## config.mk

```make
export PLATFORM = sky130hd
export DESIGN_NAME = tcw_control
export DESIGN_NICKNAME = d
export VERILOG_FILES = /design/src/hdl/tcw_pkg.sv /design/src/hdl/tcw_control.sv
export SDC_FILE = /design/constraint.sdc
export NUM_CORES = 1
export LEC_CHECK = 0
export BUFFER_PORTS_ARGS = -buffer_cell sky130_fd_sc_hd__buf_2
export CAP_MARGIN = 20
export CORE_AREA = 2 2 39 41
export DETAILED_ROUTE_END_ITERATION = 12
export DIE_AREA = 0 0 41 43
export PLACE_DENSITY = 0.65
export SLEW_MARGIN = 40
export SYNTH_ARGS = -nofsm -noshare
export SYNTH_HDL_FRONTEND = slang
export SYNTH_SLANG_ARGS = --single-unit
```

## constraint.sdc

```tcl
create_clock -name clk -period 1.85 [get_ports clk]
set_clock_uncertainty 0.05 [all_clocks]
set_input_delay 0.2775 -clock clk [delete_from_list [all_inputs] [get_ports clk]]
set_output_delay 0.2775 -clock clk [all_outputs]
set_load 0.02 [all_outputs]
```

## src/hdl/tcw_pkg.sv

```systemverilog
// shared types, constants and codes of the text console writer
package tcw_pkg;

  localparam int COLUMNS        = 80;
  localparam int ROWS           = 25;
  localparam int CELL_COUNT     = COLUMNS * ROWS;
  localparam int LAST_ROW_START = CELL_COUNT - COLUMNS;
  localparam int COL_W          = $clog2(COLUMNS);
  localparam int ROW_W          = $clog2(ROWS);
  localparam int ADDR_W         = $clog2(CELL_COUNT);

  localparam int CMD_W    = 2;
  localparam int CHAR_W   = 8;
  localparam int INDEX_W  = 11;
  localparam int POS_W    = 11;
  localparam int CELL_W   = 16;
  localparam int ATTR_W   = 8;
  localparam int CFG_IDX_W = 1;

  localparam logic [CHAR_W-1:0] CH_NEWLINE   = 8'd10;
  localparam logic [CHAR_W-1:0] CH_BACKSPACE = 8'd8;
  localparam logic [CHAR_W-1:0] CH_SPACE     = 8'd32;

  localparam logic [ATTR_W-1:0] ATTR_RESET = 8'd7;

  typedef enum logic [CMD_W-1:0] {
    CMD_PUT   = 2'd0,
    CMD_CLEAR = 2'd1,
    CMD_READ  = 2'd2,
    CMD_NONE  = 2'd3
  } tcw_command_t;

  typedef enum logic [CFG_IDX_W-1:0] {
    REG_TEXT_ATTR  = 1'b0,
    REG_BLANK_ATTR = 1'b1
  } tcw_reg_t;

  typedef struct packed {
    logic [CMD_W-1:0]   command;
    logic [CHAR_W-1:0]  char_code;
    logic [INDEX_W-1:0] cell_index;
  } tcw_request_t;

  typedef struct packed {
    logic [POS_W-1:0]  cursor_position;
    logic [CELL_W-1:0] cell_value;
    logic              scrolled;
  } tcw_result_t;

  typedef enum logic [3:0] {
    ST_IDLE,
    ST_EXEC,
    ST_BS_HIGH,
    ST_READ_WAIT,
    ST_COPY_RD,
    ST_COPY_WR,
    ST_FILL,
    ST_DONE
  } tcw_state_t;

  typedef enum logic [2:0] {
    CUR_HOLD,
    CUR_PUT,
    CUR_NEWLINE,
    CUR_BACK,
    CUR_HOME
  } tcw_cur_op_t;

  typedef enum logic [2:0] {
    MEM_NONE,
    MEM_CHAR,
    MEM_BS_LOW,
    MEM_BS_HIGH,
    MEM_READ,
    MEM_COPY_RD,
    MEM_COPY_WR,
    MEM_FILL
  } tcw_mem_op_t;

  typedef enum logic [1:0] {
    SW_HOLD,
    SW_ZERO,
    SW_INC,
    SW_BOTTOM
  } tcw_sweep_op_t;

  typedef struct packed {
    logic          load_req;
    tcw_cur_op_t   cur_op;
    tcw_mem_op_t   mem_op;
    tcw_sweep_op_t sweep_op;
    logic          set_scrolled;
    logic          capture_cell;
    logic          load_result;
  } tcw_cmd_t;

  typedef struct packed {
    tcw_command_t command;
    logic         is_newline;
    logic         is_backspace;
    logic         col_zero;
    logic         col_last;
    logic         row_last;
    logic         copy_last;
    logic         fill_last;
    logic         out_free;
  } tcw_status_t;

endpackage

```

## src/hdl/tcw_control.sv

```systemverilog
// controller state machine of the text console writer
module tcw_control import tcw_pkg::*; (
  input  logic        clk,
  input  logic        rst,
  input  logic        request_valid,
  input  tcw_status_t status,
  output logic        request_stall,
  output tcw_cmd_t    cmd
);

  tcw_state_t state;
  tcw_state_t state_next;

  always_ff @(posedge clk) begin
    if (rst) begin
      state <= ST_IDLE;
    end else begin
      state <= state_next;
    end
  end

  always_comb begin
    state_next = state;
    case (state)
      ST_IDLE: begin
        if (request_valid) begin
          state_next = ST_EXEC;
        end
      end
      ST_EXEC: begin
        case (status.command)
          CMD_PUT: begin
            if (status.is_backspace) begin
              state_next = status.col_zero ? ST_DONE : ST_BS_HIGH;
            end else if ((status.is_newline || status.col_last) && status.row_last) begin
              state_next = ST_COPY_RD;
            end else begin
              state_next = ST_DONE;
            end
          end
          CMD_CLEAR: state_next = ST_FILL;
          CMD_READ:  state_next = ST_READ_WAIT;
          default:   state_next = ST_DONE;
        endcase
      end
      ST_BS_HIGH:   state_next = ST_DONE;
      ST_READ_WAIT: state_next = ST_DONE;
      ST_COPY_RD:   state_next = ST_COPY_WR;
      ST_COPY_WR: begin
        state_next = status.copy_last ? ST_FILL : ST_COPY_RD;
      end
      ST_FILL: begin
        if (status.fill_last) begin
          state_next = ST_DONE;
        end
      end
      ST_DONE: begin
        if (status.out_free) begin
          state_next = ST_IDLE;
        end
      end
      default: state_next = ST_IDLE;
    endcase
  end

  always_comb begin
    request_stall    = (state != ST_IDLE);
    cmd.load_req     = 1'b0;
    cmd.cur_op       = CUR_HOLD;
    cmd.mem_op       = MEM_NONE;
    cmd.sweep_op     = SW_HOLD;
    cmd.set_scrolled = 1'b0;
    cmd.capture_cell = 1'b0;
    cmd.load_result  = 1'b0;
    case (state)
      ST_IDLE: begin
        cmd.load_req = request_valid;
      end
      ST_EXEC: begin
        case (status.command)
          CMD_PUT: begin
            if (status.is_newline) begin
              cmd.cur_op = CUR_NEWLINE;
            end else if (status.is_backspace) begin
              if (!status.col_zero) begin
                cmd.cur_op = CUR_BACK;
                cmd.mem_op = MEM_BS_LOW;
              end
            end else begin
              cmd.cur_op = CUR_PUT;
              cmd.mem_op = MEM_CHAR;
            end
            if ((status.is_newline || (!status.is_backspace && status.col_last))
                && status.row_last) begin
              cmd.set_scrolled = 1'b1;
              cmd.sweep_op     = SW_ZERO;
            end
          end
          CMD_CLEAR: begin
            cmd.cur_op   = CUR_HOME;
            cmd.sweep_op = SW_ZERO;
          end
          CMD_READ: begin
            cmd.mem_op = MEM_READ;
          end
          default: begin
          end
        endcase
      end
      ST_BS_HIGH: begin
        cmd.mem_op = MEM_BS_HIGH;
      end
      ST_READ_WAIT: begin
        cmd.capture_cell = 1'b1;
      end
      ST_COPY_RD: begin
        cmd.mem_op = MEM_COPY_RD;
      end
      ST_COPY_WR: begin
        cmd.mem_op   = MEM_COPY_WR;
        cmd.sweep_op = status.copy_last ? SW_BOTTOM : SW_INC;
      end
      ST_FILL: begin
        cmd.mem_op   = MEM_FILL;
        cmd.sweep_op = SW_INC;
      end
      ST_DONE: begin
        cmd.load_result = status.out_free;
      end
      default: begin
      end
    endcase
  end

endmodule

```

## After elaboration in Yosys (flattened, before gate mapping)

Cells that the tools add are included.

- Input port bits: 13
- Word-level logic and storage cells: 50
- Register bits after elaboration: 4
- Output and inout bits: 13

- Reductions and logical operators: 11
- Mux-type cells: 26
- Eq/ne operators: 12

Operator list:

| kind | number |
|---|---|
| $pmux 4 s7 | 1 |
| $eq 4x3->1 const B | 4 |
| $mux 3 | 5 |
| $pmux 3 s5 | 1 |
| $mux 4 | 3 |
| $pmux 3 s2 | 2 |
| $pmux 4 s3 | 1 |
| $mux 5 | 2 |
| $eq 4x2->1 const B | 2 |
| $mux 1 | 6 |
| $mux 2 | 3 |
| $ne 2x2->1 const B | 3 |
| $pmux 2 s3 | 1 |
| $eq 4x1->1 const B | 1 |
| $logic_not 4->1 | 1 |
| $pmux 2 s2 | 1 |
| $reduce_bool 4->1 | 1 |
| $logic_and 1x1->1 | 3 |
| $reduce_and 3->1 | 1 |
| $eq 2x1->1 const B | 1 |
| $eq 2x2->1 const B | 1 |
| $logic_not 2->1 | 1 |
| $logic_or 1x1->1 | 2 |
| $reduce_or 2->1 | 1 |
| $logic_not 1->1 | 1 |

## Logic depth before layout (Yosys ltp)

- Depth in word-level cells: 7
- Gate-level depth with buffers: 6

## Worst setup path after synthesis

No wires, ideal clock.

- Kind: input -> output
- Start: input port status[8] (netlist bit)
- End: output port cmd[8] (netlist bit)
- Buffers on the path: 0
- Arrival: 1.758 ns
- Stages: 4
- Slack: -0.236 ns
- Path through: inv_1 -> ha_1 -> nand2b_1 -> a2111oi_0

RTL lines:

| item | line | RTL |
|---|---|---|
| from (decl) | tcw_control.sv:6 | `input tcw_status_t status,` |
| to (decl) | tcw_control.sv:8 | `output tcw_cmd_t cmd` |

==> flow_summary_export.csv <==
group,metric,value,unit
placed_design,place.gp.congestion,0.835,
cts,root_buffer,"clkbuf_4",
floorplan,fp.dieW,41,um
logic_synthesis,yosysWarnings,0,
logic_synthesis,synth.avg_cell_area,7.43,um2
routing,drt-vias-per-instance,5.08,
placed_design,dpl.hpwl,998,um
global_route,grt-ovfl-total,0,
timing,finalSetupViolCount,0,
pwr,netSwitchingPower,224,uW
timing,layout_min_cycle_time,1.75,ns
layout,nets,118,
cts,clkLatencyLatePin,0.23,ns
worst_setup_path,r2r_setup_slack,0.44,ns
logic_synthesis,syn_area,498,um2
floorplan,start_util,0.360,
logic_synthesis,synth_ff_type,"dfxtp_1",
routing,dr.pass1.iters,4,
timing,post-route-period-util,0.944,
worst_setup_path,startpoint,"state[1]$_SDFFE_PP0P_",
pwr,power_frac_comb,0.588,
timing,finalHoldViolCount,0,
pwr,powerDensity,745,mW/mm2
floorplan,core_area,0.00138,mm2
floorplan,die_y,43,um
cts,tritoncts,"done",
worst_setup_path,critical_path_class,"flop to primary output",
layout,drive_gt1_frac,0.418,
hold_path,worstHoldPathType,"primary input to flop",
worst_setup_path,path_max_fanout,5,
cts,cts_inserted_buffers,3,
global_route,grt_pass1_wl,1.96,mm
worst_setup_path,cp-start-kind,"flop",
routing,ant_nets,0,
layout,largest_register_ffs,3,
routing,remaining_drc_errors,0,
timing,rsz0062_at_grt,"no",
logic_synthesis,synth_edf_count,0,
pwr,seq_power_share,0.197,
cts,clock-sinks,3,
routing,drt-total-wl,1.18,mm
logic_synthesis,ys_ff_latch,3,
layout,area_growth,38.9,%
global_route,grt_util_all_layers,0.158,
worst_setup_path,cp.required,1.52,ns
pwr,clkPwrFrac,0.215,
routing,via_count,579,
timing,max_freq,573,MHz
timing,tns,0,ns
placed_design,portBuffers,25,
flow_run,maxCapViolCount,0,
floorplan,row_count,14,
routing,drt-wirelength-per-cell,10.3,um
worst_setup_path,arrival,1.42,ns
routing,drt_iter0_drc,17,
timing,hold-worst-slack,0.189,ns
floorplan,dieArea,0.00176,mm2
cts,clk_pin_slew_worst_paths,0.04,ns
global_route,grt_max_degree,14,
global_route,grt_pass1_vias,507,
pwr,internal_power,292,uW
logic_synthesis,async_reset_ff_frac,0,
outcome,status,"finished clean",
cts,ctsLongestPathBuffers,2,
logic_synthesis,yosysUniqueCellTypes,33,
cts,cts_max_level,1,
hold_path,holdCritStartpoint,"rst",
logic_synthesis,seq_area_frac_synth,0.121,
worst_setup_path,timing.rr.start,"state[0]$_SDFFE_PP0P_",
layout,largest-register,"state",
floorplan,io_pins,26,
layout,fillers,151,
layout,diodes,0,
logic_synthesis,synthCells,67,
global_route,antenna_found_initial,0,
timing,relSlewSlack,0.797,
pwr,switching_share,0.434,
timing,worstMarginPinSlew,0.303,ns
worst_setup_path,endpoint_kind,"primary output",
cts,postCtsHoldBufs,0,
timing,finalMaxSlewViolations,0,
pwr,p_leak,0.000362,uW
pwr,ir_drop,0.000344,V
layout,reg_top3,"state (3)",
logic_synthesis,synth_nets,86,
-- layout by cell type (no fill, tap or decap), types with 3 or more instances in the layout --
cell / instances
nor2_1: 9
nand2b_1: 3
buf_2: 25
nand2_1: 4
buf_4: 5
clkbuf_4: 3
o21ai_0: 4
ha_1: 5
inv_1: 5
-- stage by stage --
step	total power [uW]	cell area (um2)	worst slack, ns	instances	util
6_report	516	692	0.104	114	0.500
5_1_grt	568	692	0.00614	114	0.500
4_1_cts	522	688	0.0609	114	0.497
3_5_place_dp	407	662	0.111	110	0.478
3_3_place_gp	404	662	0.117	110	0.478
2_1_floorplan	307	499	0.0235	67	-
-- per-layer routing --
layer	vias up	wire, um	track usage
li1	306	-	-
met1	259	519	0.190
met2	14	603	0.269
met3	0	55	0.0471
met4	0	0	0.0200
met5	-	0	0
-- synthesized netlist by cell type, types with 2 or more instances --
library cell,number,area (um2)
a21boi_0,2,15.0
a21oi_1,2,10.0
buf_4,2,15.0
dfxtp_1,3,60.1
ha_1,6,75.1
inv_1,6,22.5
nand2_1,4,15.0
nand2b_1,3,18.8
nand3_1,2,10.0
nor2_1,9,33.8
nor2b_1,2,12.5
o211ai_1,2,15.0
o21ai_0,4,20.0
-- power by group through the flow --
stage               combinational [uW]  sequential [uW]  clock (uW)
floorplan                          216             91.7           0
global placement                   302              102           0
detailed placement                 305              102           0
CTS                                306              100         115
global route                       337              104         127
finish                             303              101         111
-- critical path, stage by stage, from the launching register on --
cell and delay (ns):
dfxtp_1 0.31, buf_4 0.15, nor2_2 0.17, and3_4 0.22
a21boi_0 0.16, buf_2 0.18
-- final cells by class --
| cell class | instances | area, um2 | share of cell area |
|---|---|---|---|
| Multi-Input combinational cell | 55 | 399 | 0.577 |
| Timing Repair Buffer | 30 | 163 | 0.235 |
| Sequential cell | 3 | 61.3 | 0.0886 |
| Clock buffer | 4 | 26.3 | 0.0380 |
| Inverter | 6 | 22.5 | 0.0325 |
| Tap cell | 16 | 20.0 | 0.0289 |
-- kinds of logic after synthesis --
kind of cell / share of synthesized area
flops: 0.121
fa+ha+maj: 0.151
buf+inv: 0.0854
simple gates: 0.347
compound gates: 0.296
-- repair_timing --
action / CTS / global route
setup endpoints to repair: 0 / 1
buffers inserted: 0 / 0
resized for setup: 0 / 3
-- path summary, 6_finish.rpt --
kind	cells after the start	endpoint
worst max-delay path	5	cmd[9]
worst min register to register	3	state[2]$_SDFFE_PP0P_
worst max register to register	5	state[2]$_SDFFE_PP0P_
worst min-delay path	2	state[0]$_SDFFE_PP0P_
Note: power is estimated with default switching activity, not from simulation.
